## config.mk

```make
export PLATFORM = sky130hd
export DESIGN_NAME = irvc_match
export DESIGN_NICKNAME = d
export VERILOG_FILES = /design/src/irvc_pkg.sv /design/src/irvc_match.sv
export SDC_FILE = /design/constraint.sdc
export NUM_CORES = 1
export LEC_CHECK = 0
export BUFFER_PORTS_ARGS = -buffer_cell sky130_fd_sc_hd__buf_4
export CORE_MARGIN = 8
export CORE_UTILIZATION = 38
export DETAILED_ROUTE_END_ITERATION = 10
export PLACE_DENSITY_LB_ADDON = 0.1
export SYNTH_ARGS = -nofsm -noshare
export SYNTH_HDL_FRONTEND = slang
export SYNTH_SLANG_ARGS = --single-unit
```

## constraint.sdc

```tcl
create_clock -name vclk -period 4.95
set_input_delay 0.99 -clock vclk [all_inputs]
set_output_delay 0.99 -clock vclk [all_outputs]
set_load 0.005 [all_outputs]
```

## src/irvc_pkg.sv

```systemverilog
`timescale 1ns / 1ps
`default_nettype none

package irvc_pkg;

    // table size and pile width
    localparam int MAX_RULES = 1024;
    localparam int PILE_BITS = 64;

    // derived widths
    localparam int RULE_AW  = (MAX_RULES > 1) ? $clog2(MAX_RULES) : 1;
    localparam int COUNT_W  = $clog2(MAX_RULES + 1);
    localparam int ACT_W    = 7;
    localparam int TGT_W    = 6;
    localparam int VEC_W    = 64;

    localparam logic [ACT_W-1:0] ACTIVE_RESET = ACT_W'(64);
    localparam logic [ACT_W-1:0] PILE_LIMIT   = ACT_W'(PILE_BITS);

    // positions at or above the pile width are ignored
    localparam logic [VEC_W-1:0] PILE_MASK =
        (PILE_BITS >= VEC_W) ? {VEC_W{1'b1}} :
        ((VEC_W'(1) << (PILE_BITS % VEC_W)) - VEC_W'(1));

    // item kinds
    localparam logic KIND_LOAD  = 1'b0;
    localparam logic KIND_QUERY = 1'b1;

    typedef struct packed {
        logic             kind;
        logic [VEC_W-1:0] premise_mask;
        logic [TGT_W-1:0] target_index;
        logic [VEC_W-1:0] pile_bits;
    } in_item_t;

    typedef struct packed {
        logic rejected;
        logic load_dropped;
    } out_item_t;

    typedef struct packed {
        logic [VEC_W-1:0] premise;
        logic [TGT_W-1:0] target;
    } rule_t;

    localparam int RULE_W = $bits(rule_t);

endpackage

`default_nettype wire

```

## src/irvc_match.sv

```systemverilog
`timescale 1ns / 1ps
`default_nettype none

module irvc_match (
    input  wire logic [irvc_pkg::VEC_W-1:0] pile,
    input  wire irvc_pkg::rule_t            rule,
    output logic                            violated
);

    import irvc_pkg::*;

    logic premises_met;
    logic target_clear;

    // all premise positions present, implied position absent
    assign premises_met = ((pile & rule.premise) == rule.premise);
    assign target_clear = !pile[rule.target];
    assign violated     = premises_met && target_clear;

endmodule

`default_nettype wire

```

==> flow_summary.toml <==
[floorplanning]
die_w_um = 71.0
initial_core_util_pct = 38.9
design.die.area_um2 = 5040
rows = 20
coreArea_um2 = 2950
die_height_um = 71.0
ios = 135

[job]
cap_violations = 0

[logic_synthesis]
yosysWarnings = 0
yosys-mux-area-fraction_pct = 43.1
syn_nets = 260
synth_cells = 126
yosysSeqAreaShare_pct = 0
synth_top_family_by_area = "multiplexers"
synth_area_um2 = 1150
synth-compound-area-share_pct = 16.0
synth_simple_gate_area_share_pct = 30.9
syn_area_per_cell_um2 = 9.12
synthDistinctLibCells = 22
synth_xor_xnor_area_share_pct = 0
synthAdderAreaFrac_pct = 0

[routing]
wl_per_cell_um = 18.8
vias = 1562
ant_nets = 0
remaining_drc_errors = 0
routed_wl_um = 5420
vias_per_cell = 5.42
drt_iter0_drc = 49
drt_pass1_iterations = 4

[timing]
fin_hold_ws_ns = 2.39
min_period_ns = 3.62
worst_slew_pin_slew_ns = 0.370
slew_headroom_pct = 75.1
tns_ns = 0
slew_violations = 0
grt_setup_unrepaired = "no"
finalSetupViolCount = 0
finalHoldViolCount = 0
timing.fmax_ghz = 0.276
finalCritPeriodShare_pct = 73.2

[clocking]
post_cts_buffers = 0
cts_hold_buf = 0
cts_resized = 0

[placement]
dp_hpwl_um = 5000
place.gp.congestion = 0.812
port-buffer-count = 135

[final_layout]
seq_area_um2 = 0
nets = 391
area_growth_pct = 87.5
antenna_cells = 0
flops_and_latches = 0
drive_above_1_share_pct = 56.9
clkbuf_count = 0

[grt]
grtUsageTotal_pct = 20.0
grt_pass1_vias = 1724
grt_first_pass_wirelength_um = 8220
grt_max_degree = 18
antenna_found_initial = 0
overflow = 0

[worst_setup_path]
cp-start-kind = "primary input"
endpoint_kind = "output pin"
crit_arrival_ns = 2.63
cp.required_ns = 3.96
worstSetupPathType = "in2out"
crit_fanout = 15

[outcome]
status = "finished clean"

[power]
power_density_nw_per_um2 = 75.7
leakagePower_uw = 0.00108
ir_drop_mv = 0.0390

[min_path]
hp-class = "in2out"
==> final timing paths <==
kind | startpoint | end | slack [ns] | cells after the start
setup / recovery | rule[0] | violated | 1.33 | 7
hold / removal | rule[4] | violated | 2.39 | 4
==> cells by family after synthesis <==
group | count (synthesis)
simple gates | 57
compound gates | 21
buf+inv | 23
mux | 25
==> cell usage after synthesis <==
library cell  count  area, um2
nand2b_1         49        307
o2111ai_1        16        140
inv_1            15       56.3
mux4_1           11        289
mux2i_1           6       60.1
mux4_2            5        113
nor4_1            4       25.0
buf_2             3       15.0
mux2_2            3       33.8
clkinv_1          2       7.51
a221oi_2          1       15.0
a311oi_1          1       8.76
a31oi_1           1       6.26
buf_12            1       20.0
buf_6             1       11.3
clkbuf_1          1       3.75
nand2_1           1       3.75
nand4_1           1       6.26
nor2_1            1       3.75
nor3_2            1       10.0
o21ai_0           1       5.00
o22a_1            1       8.76
==> final cells by class <==
cell class                      instances  area (um2)
Tap cell                               33        41.3
Inverter                               17        63.8
Fill cell                             249         800
Multi-Input combinational cell        103        1030
Timing Repair Buffer                  135        1010
==> placed cells by master, fill, tap and decap left out, types with 2 or more instances in the layout <==
master,netlist,routed
mux4_2,5,5
mux4_1,11,11
buf_4,0,135
nor4_1,4,4
nand2b_1,49,49
mux2i_1,6,6
clkinv_1,2,2
inv_1,15,15
mux2_2,3,3
o2111ai_1,16,16
==> layer usage <==
metal  share of wire (%)  vias up  GRT usage (%)
met3                 8.1        4           4.66
met2                  53       87           39.4
met1                  38      718           22.0
li1                    -      753              -
met5                   0        -              0
met4                0.18        0              0
==> per-stage QoR <==
stage	worst slack [ns]	std cells	instance area, um2	total power [uW]	util [%]
6_report	1.33	288	2150	163	72.9
3_3_place_gp	1.36	288	2150	160	72.9
4_1_cts	1.32	288	2150	163	72.9
3_5_place_dp	1.33	288	2150	163	72.9
2_1_floorplan	1.54	126	1150	67.3	-
5_1_grt	1.20	288	2150	174	72.9
==> worst max-delay path, cell delays in order <==
cell and delay [ns]:
buf_4 0.23, mux4_1 0.60, mux2i_1 0.21, mux4_2 0.27, nor2_1 0.05, nor3_2 0.16
buf_4 0.13
==> power by group <==
group	switching (uW)	leakage, uW	internal [uW]
Combinational	52.6	0.00108	110
Clock	0	0	0
Sequential	0	0	0
Total	52.6	0.00108	110
No activity file was read; power rests on OpenSTA's default activity.
