### src/irvc_ram.sv
`timescale 1ns / 1ps
`default_nettype none

module irvc_ram #(
    parameter int WIDTH = 8,
    parameter int DEPTH = 16,
    localparam int AW   = (DEPTH > 1) ? $clog2(DEPTH) : 1
) (
    input  wire logic             clk,
    input  wire logic             we,
    input  wire logic [AW-1:0]    waddr,
    input  wire logic [WIDTH-1:0] wdata,
    input  wire logic             re,
    input  wire logic [AW-1:0]    raddr,
    output logic      [WIDTH-1:0] rdata
);

    logic [WIDTH-1:0] mem [DEPTH];

    always_ff @(posedge clk)
    begin
        if (we)
        begin
            mem[waddr] <= wdata;
        end
        if (re)
        begin
            rdata <= mem[raddr];
        end
    end

endmodule

`default_nettype wire

### config.mk
export PLATFORM = sky130hd
export DESIGN_NAME = irvc_ram
export DESIGN_NICKNAME = d
export VERILOG_FILES = /design/src/irvc_ram.sv
export SDC_FILE = /design/constraint.sdc
export NUM_CORES = 1
export LEC_CHECK = 0
export BUFFER_PORTS_ARGS = -buffer_cell sky130_fd_sc_hd__buf_2
export CELL_PAD_IN_SITES_DETAIL_PLACEMENT = 0
export CELL_PAD_IN_SITES_GLOBAL_PLACEMENT = 1
export CORE_ASPECT_RATIO = 0.6
export CORE_MARGIN = 8
export CORE_UTILIZATION = 40
export CTS_CLUSTER_DIAMETER = 80
export CTS_CLUSTER_SIZE = 10
export DETAILED_ROUTE_END_ITERATION = 12
export PLACE_DENSITY_LB_ADDON = 0.1
export SLEW_MARGIN = 30
export SYNTH_ARGS = -nofsm -noshare
export SYNTH_HDL_FRONTEND = slang
export SYNTH_SLANG_ARGS = --single-unit
export TNS_END_PERCENT = 1
### constraint.sdc
create_clock -name clk -period 3.9 [get_ports clk]
set_input_delay 0.585 -clock clk [delete_from_list [all_inputs] [get_ports clk]]
set_output_delay 0.585 -clock clk [all_outputs]
set_load 0.03 [all_outputs]
==> results of run 1 <==
==> cells in the final DEF, fill, tap and decap left out, drive strengths merged <==
| master | instances |
|---|---|
| nand3 | 1 |
| or3b | 1 |
| bufinv | 2 |
| edfxtp | 136 |
| clkinvlp | 3 |
| nor2 | 13 |
| and2b | 1 |
| nor3 | 4 |
| nand2b | 2 |
| and2 | 1 |
| nand2 | 9 |
| a22oi | 16 |
| buf | 31 |
| clkbuf | 18 |
| clkinv | 5 |
| inv | 4 |
| nor2b | 1 |
| mux4 | 32 |
| nand3b | 2 |
==> power by group <==
part	switching, mW	internal [mW]	leakage [nW]
registers	0.00831	1.65	1.24
logic	0.108	0.0600	0.504
clock network	0.615	0.945	0.275
total	0.731	2.65	2.01
==> flip-flops by register name, summed over array words and instances (netlist names) <==
| signal | flops |
|---|---|
| mem | 128 |
| rdata | 8 |
==> layout make-up <==
type / count / area (sq um)
Fill cell: 1079 / 6700
Sequential cell: 136 / 4080
Multi-Input combinational cell: 83 / 1060
Clock buffer: 18 / 429
Tap cell: 170 / 213
Timing Repair Buffer: 31 / 180
Clock inverter: 14 / 149
==> worst paths after layout <==
check        startpoint       end  slack (ns)  cells after the start
max            raddr[0]  rdata[3]        1.81                      5
min                  re  rdata[5]        0.53                      1
max reg2reg   mem[5][3]  rdata[3]        2.38                      3
min reg2reg  mem[11][1]  rdata[1]        0.77                      3
==> metal layers <==
layer	part of all wire	routed length, um	GRT usage
met1	0.54	6010	0.213
met2	0.41	4590	0.182
met3	0.040	443	0.0380
met4	0.014	158	0.0543
met5	0	0	0
==> cells by family (layout without fill, tap and decap cells) <==
group           after synthesis  in the layout
compound gates               16             16
buf+inv                      10             63
flops                       136            136
mux                          32             32
simple gates                 35             35
==> per-stage QoR <==
stage               instance area, sq um  setup WS (ns)  hold WS [ns]  cells
floorplan                           5230           1.82         0.684    229
global placement                    5530           1.37         0.754    420
detailed placement                  5530           1.35         0.765    420
CTS                                 6110           1.79         0.521    452
global route                        6110           1.72         0.525    452
finish                              6110           1.81         0.530    452
==> summary.md, run 1 <==
| Metric | Value |
|---|---|
| WS Path Type | `in2reg` |
| Synthesis-to-layout area growth | `17.0%` |
| Post-synth top cells | `136 x edfxtp_1, 18 x mux4_2, 16 x a22oi_1` |
| Tcrit/Tclk final | `0.536` |
| Worst path cell trace | `buf_2, buf_12, mux4_1, a22oi_1, nand2_1` |
| Synth unique cells | `18` |
| Synth Instances | `229` |
| Most frequent cell after synthesis | `edfxtp_1` |
| First-pass GRT wire length | `16800 um` |
| DR WL/cell | `24.8 um` |
| Share of cells above drive strength 1 | `0.287` |
| DR iter-0 viols | `133` |
| DR vias | `2403` |
| Worst path bufs/invs | `2` |
| Post-synth EDFFs | `136` |
| Synth Cell Area | `5230 sq um` |
| Core area | `12800 sq um` |
| Fraction of synthesized area in multiplexers | `0.148` |
| Synth top area share | `0.781` |
| Drt total wl | `11200 um` |
| F_max | `0.478 GHz` |
| Simple-gate share of the synthesized area | `0.0314` |
| DR vias/cell | `5.32` |
| Core Util, Final | `0.477` |
| Synthesized-area fraction occupied by adder cells | `0` |
| Maximum number of pins on one net before global-route repair | `33` |
| HPWL Detailed | `7160 um` |
| Drt pass-1 iters | `4` |
| Complex-gate fraction of the synthesized area | `0.0230` |
| Result of the run | `finished clean` |
| Max-Cap Viols | `0` |
| Avg Inst Size Synth | `22.8 sq um` |
| RSZ-0062 raised after global routing | `false` |
| Leak | `2.01 nW` |
| Cts bufs inserted | `17` |
| Flops & latches, synth | `136` |
| Final min period | `2.09 ns` |
| Power density cells | `553 nW/um^2` |
| Crit path max fanout | `19` |
| Clock Pin Slew Worst Setup and Hold Paths | `0.06 ns` |
| Row count | `32` |
| CP Launch Type | `input pin` |
| Port buffer count | `26` |
| CP endpoint kind | `flip-flop` |
| Setup bufs post-CTS | `0` |
| Power, Total | `3.38 mW` |
| Syn_nets | `248` |
| Number of remaining DRC errors | `0` |
| Worst stage delay on the critical path | `0.65 ns` |
| Clock Latency Late Sink | `0.41 ns` |
| Max_slew headroom | `0.434` |
| CTS H-tree lvls | `4` |
| # clock sinks | `136` |
| Initial antenna violation count | `0` |
| RD Place Congestion | `0.703` |
| Root buffer cell | `clkbuf_16` |
| Type of the tightest min-delay check | `in2reg` |
| Largest area contributor in the netlist | `edfxtp_1` |
| Slew @ Worst Pin | `0.846 ns` |
| Die Ht | `105 um` |
| Final setup fails | `0` |
| Ant diodes | `0` |
| Critical path's slowest cell | `mux4_1` |
| Synth area leaders | `edfxtp_1 78%, mux4_2 7.8%, mux4_1 7.0%, a22oi_1 2.3%, nor2_1 0.93%` |
| XOR/XNOR Fraction of Synth Area | `0` |
| Die area | `17100 sq um` |
| Largest family of logic cells by synthesized area | `multiplexers` |
| YS warnings | `0` |
| Fin Setup TNS | `0 ns` |
| Layout Skew | `0.00826 ns` |
| Number of I/O pins | `27` |
| Die W | `164 um` |
| Synth async-reset ratio | `0` |
| CP delay by family, top | `buffers and inverters` |
| Sequential-to-total area share from yosys stat | `0.781` |
| Resized cells post-CTS | `0` |
| Effective utilization at floorplan | `0.408` |
| Endpoints failing hold | `0` |
| Final count of pins violating max slew | `0` |
| CTS tree | `built` |
| Gr ovfl total | `0` |
| Worst endpoint data arrival time | `2.25 ns` |
| CTS Hold Bufs | `0` |
| Predominant post-synthesis flop cell | `edfxtp_1` |
| Vias in the first global route | `2557` |
| Total track usage | `0.139` |
| IR drop worst, VDD | `0.000262 V` |
| DRT antenna net count | `0` |
| Max Root-Sink Buffers | `2` |
| Critical Path RT | `4.06 ns` |
| Final nets | `288` |
No activity file was read; power rests on OpenSTA's default activity.
==> run 2: changes to the inputs <==
==> constraint.sdc (replaced) <==
create_clock -name clk -period 2.1 [get_ports clk]
set_input_delay 0.315 -clock clk [delete_from_list [all_inputs] [get_ports clk]]
set_output_delay 0.315 -clock clk [all_outputs]
set_load 0.03 [all_outputs]
==> run 2 against run 1 <==
Net effect:
- combinational power rose by 89%
- highest routed layer unchanged
- non-clock buffer count increased by 17
- power grew 78%
- critical endpoint is now rdata[0]
- worst hold slack lost 0.23 ns
- utilization grew 0.72 points
- sequential power rose by 86%
- register-to-register slack worse by 1.8 ns
- first-iteration DRC count rose by 38%
- via count grew 3.2%
==> summary.md, run 2 (synthesized netlist as in run 1, its figures left out) <==
| Metric | Value |
|---|---|
| Result of the run | `finished clean (unchanged)` |
| Critical Path RT | `2.25 ns (was 4.06 ns)` |
| Die W | `164 um (unchanged)` |
| RSZ-0062 raised after global routing | `false (unchanged)` |
| Final min period | `1.55 ns` |
| Vias in the first global route | `2542 (was 2557)` |
| DR vias | `2480 (was 2403)` |
| Final nets | `305 (was 288)` |
| Most common cell after layout, fill and taps aside | `edfxtp_1 (unchanged)` |
| Clk pwr share | `0.435 (was 0.461)` |
| Met1 Usage GRT | `0.214 (was 0.213)` |
| Cell Int Power | `4.78 mW (was 2.65 mW)` |
| DRT antenna net count | `0 (unchanged)` |
| Root buffer cell | `clkbuf_16 (unchanged)` |
| Combinational Power Share | `0.053 (was 0.050)` |
| Drt pass-1 iters | `4 (unchanged)` |
| Final setup fails | `0 (unchanged)` |
| Power density cells | `968 nW/um^2 (was 553 nW/um^2)` |
| Leak | `2.10 nW (was 2.01 nW)` |
| Number of remaining DRC errors | `0 (unchanged)` |
| DR vias/cell | `5.30 (was 5.32)` |
| Commonest cells after routing, fill and taps aside | `136 x edfxtp_1, 26 x buf_2, 19 x buf_4, 18 x mux4_2, 17 x clkbuf_16 (was 136 x edfxtp_1, 26 x buf_2, 18 x mux4_2, 17 x clkbuf_16, 16 x a22oi_1)` |
| Row count | `32 (unchanged)` |
| Clock Pin Slew Worst Setup and Hold Paths | `0.05 ns (was 0.06 ns)` |
| Seq pwr share | `0.512 (was 0.489)` |
| Grt met3 use | `0.0415 (was 0.0380)` |
| Initial antenna violation count | `0 (unchanged)` |
| CP Launch Type | `flip-flop (was input pin)` |
| Port buffer count | `26 (unchanged)` |
| Fin Setup TNS | `0 ns (unchanged)` |
| F_max | `0.647 GHz` |
| Core area | `12800 sq um (unchanged)` |
| Power, Total | `6.01 mW (was 3.38 mW)` |
| Flip-flop count of the largest register after layout | `128 (unchanged)` |
| Post-route insts no fill | `468 (was 452)` |
| Maximum number of pins on one net before global-route repair | `18 (was 33)` |
| CTS Hold Bufs | `0 (unchanged)` |
| Core Util, Final | `0.484 (was 0.477)` |
| Drt total wl | `11200 um (about the same)` |
| GR peak layer | `met1 (unchanged)` |
| HPWL Detailed | `7320 um (was 7160 um)` |
| DR iter-0 viols | `184 (was 133)` |
| Switching part of the total | `0.204 (was 0.216)` |
| # clock sinks | `136 (unchanged)` |
| Worst endpoint data arrival time | `1.69 ns (was 2.25 ns)` |
| Number of I/O pins | `27 (unchanged)` |
| IR drop worst, VDD | `0.000534 V (was 0.000262 V)` |
| First-pass GRT wire length | `16500 um (was 16800 um)` |
| Top flop regs | `mem (128), rdata (8) (unchanged)` |
| Die area | `17100 sq um (unchanged)` |
| Setup bufs post-CTS | `0 (unchanged)` |
| Cts bufs inserted | `17 (unchanged)` |
| Placed insts | `437 (was 420)` |
| Max Root-Sink Buffers | `2 (unchanged)` |
| Share of cells above drive strength 1 | `0.309 (was 0.287)` |
| Synthesis-to-layout area growth | `18.7% (was 17.0%)` |
| Ant diodes | `0 (unchanged)` |
| Top reg by flops | `mem (unchanged)` |
| CTS H-tree lvls | `4 (unchanged)` |
| CP endpoint kind | `flip-flop (unchanged)` |
| Resized cells post-CTS | `0 (unchanged)` |
| DR WL/cell | `23.9 um (was 24.8 um)` |
| Endpoints failing hold | `0 (unchanged)` |
| Die Ht | `105 um (unchanged)` |
| Max-Cap Viols | `0 (unchanged)` |
| WS Path Type | `reg2reg (was in2reg)` |
| Tcrit/Tclk final | `0.736` |
| Slew @ Worst Pin | `0.442 ns (was 0.846 ns)` |
| Max_slew headroom | `0.705 (was 0.434)` |
| Total track usage | `0.137 (was 0.139)` |
| Effective utilization at floorplan | `0.408 (unchanged)` |
| Final count of pins violating max slew | `0 (unchanged)` |
| Psw | `1.23 mW (was 0.731 mW)` |
| Type of the tightest min-delay check | `in2reg (unchanged)` |
| Layout Skew | `0.00645 ns (was 0.00826 ns)` |
| CTS tree | `built (unchanged)` |
| Crit path max fanout | `1 (was 19)` |
| GR Util met2 | `0.176 (was 0.182)` |
| RD Place Congestion | `0.686 (was 0.703)` |
| Clock Latency Late Sink | `0.40 ns (was 0.41 ns)` |
| Gr ovfl total | `0 (unchanged)` |
## run 2: changes by cell type in the layout (fill, tap and decap cells not counted), sizes merged
cell / previous run / this run
buf: 31 / 48
clkbuf: 18 / 20
clkinv: 5 / 10
bufinv: 2 / 1
inv: 4 / 0
clkinvlp: 3 / 0
## run 2: cell type report
| cell class | instances | area [sq um] |
|---|---|---|
| Fill cell | 1062 | 6610 |
| Multi-Input combinational cell | 83 | 1060 |
| Tap cell | 170 | 213 |
| Clock buffer | 20 | 437 |
| Sequential cell | 136 | 4080 |
| Timing Repair Buffer | 48 | 333 |
| Clock inverter | 11 | 83.8 |
## run 2: final timing paths
path	endpoint	cells after the start	start	slack [ns]
setup / recovery	rdata[0]	3	mem[1][0]	0.55
hold / removal	mem[12][7]	1	wdata[7]	0.30
setup reg to reg	rdata[0]	3	mem[1][0]	0.55
hold reg to reg	rdata[2]	3	mem[11][2]	0.75
## run 2: through the flow
| stage | instance area [sq um] | hold slack, ns | worst slack, ns |
|---|---|---|---|
| 2_1_floorplan | 5230 | 0.414 | 0.292 |
| 3_3_place_gp | 5690 | 0.708 | 0.208 |
| 3_5_place_dp | 5690 | 0.706 | 0.183 |
| 4_1_cts | 6210 | 0.280 | 0.546 |
| 5_1_grt | 6210 | 0.278 | 0.517 |
| 6_report | 6210 | 0.297 | 0.554 |
## run 2: per-layer routing
| layer | vias to the layer above | wire, um |
|---|---|---|
| met5 | - | 0 |
| met4 | 0 | 122 |
| met3 | 10 | 743 |
| met2 | 78 | 4550 |
| met1 | 1296 | 5750 |
| li1 | 1096 | - |
## run 2: critical path, cell delays in order (launching register included)
cell and delay, ns:
edfxtp_1 0.37, mux4_1 0.53, a22oi_1 0.30, nand2_1 0.09
## run 2: power by group through the flow
stage                     combinational [mW]  clock, mW  sequential (mW)
final                                  0.317       2.61             3.08
after floorplan                        0.154          0             3.15
after global routing                   0.344       2.78             3.08
after CTS                              0.324       2.67             3.08
after detailed placement               0.323          0             3.13
after global placement                 0.323          0             3.13
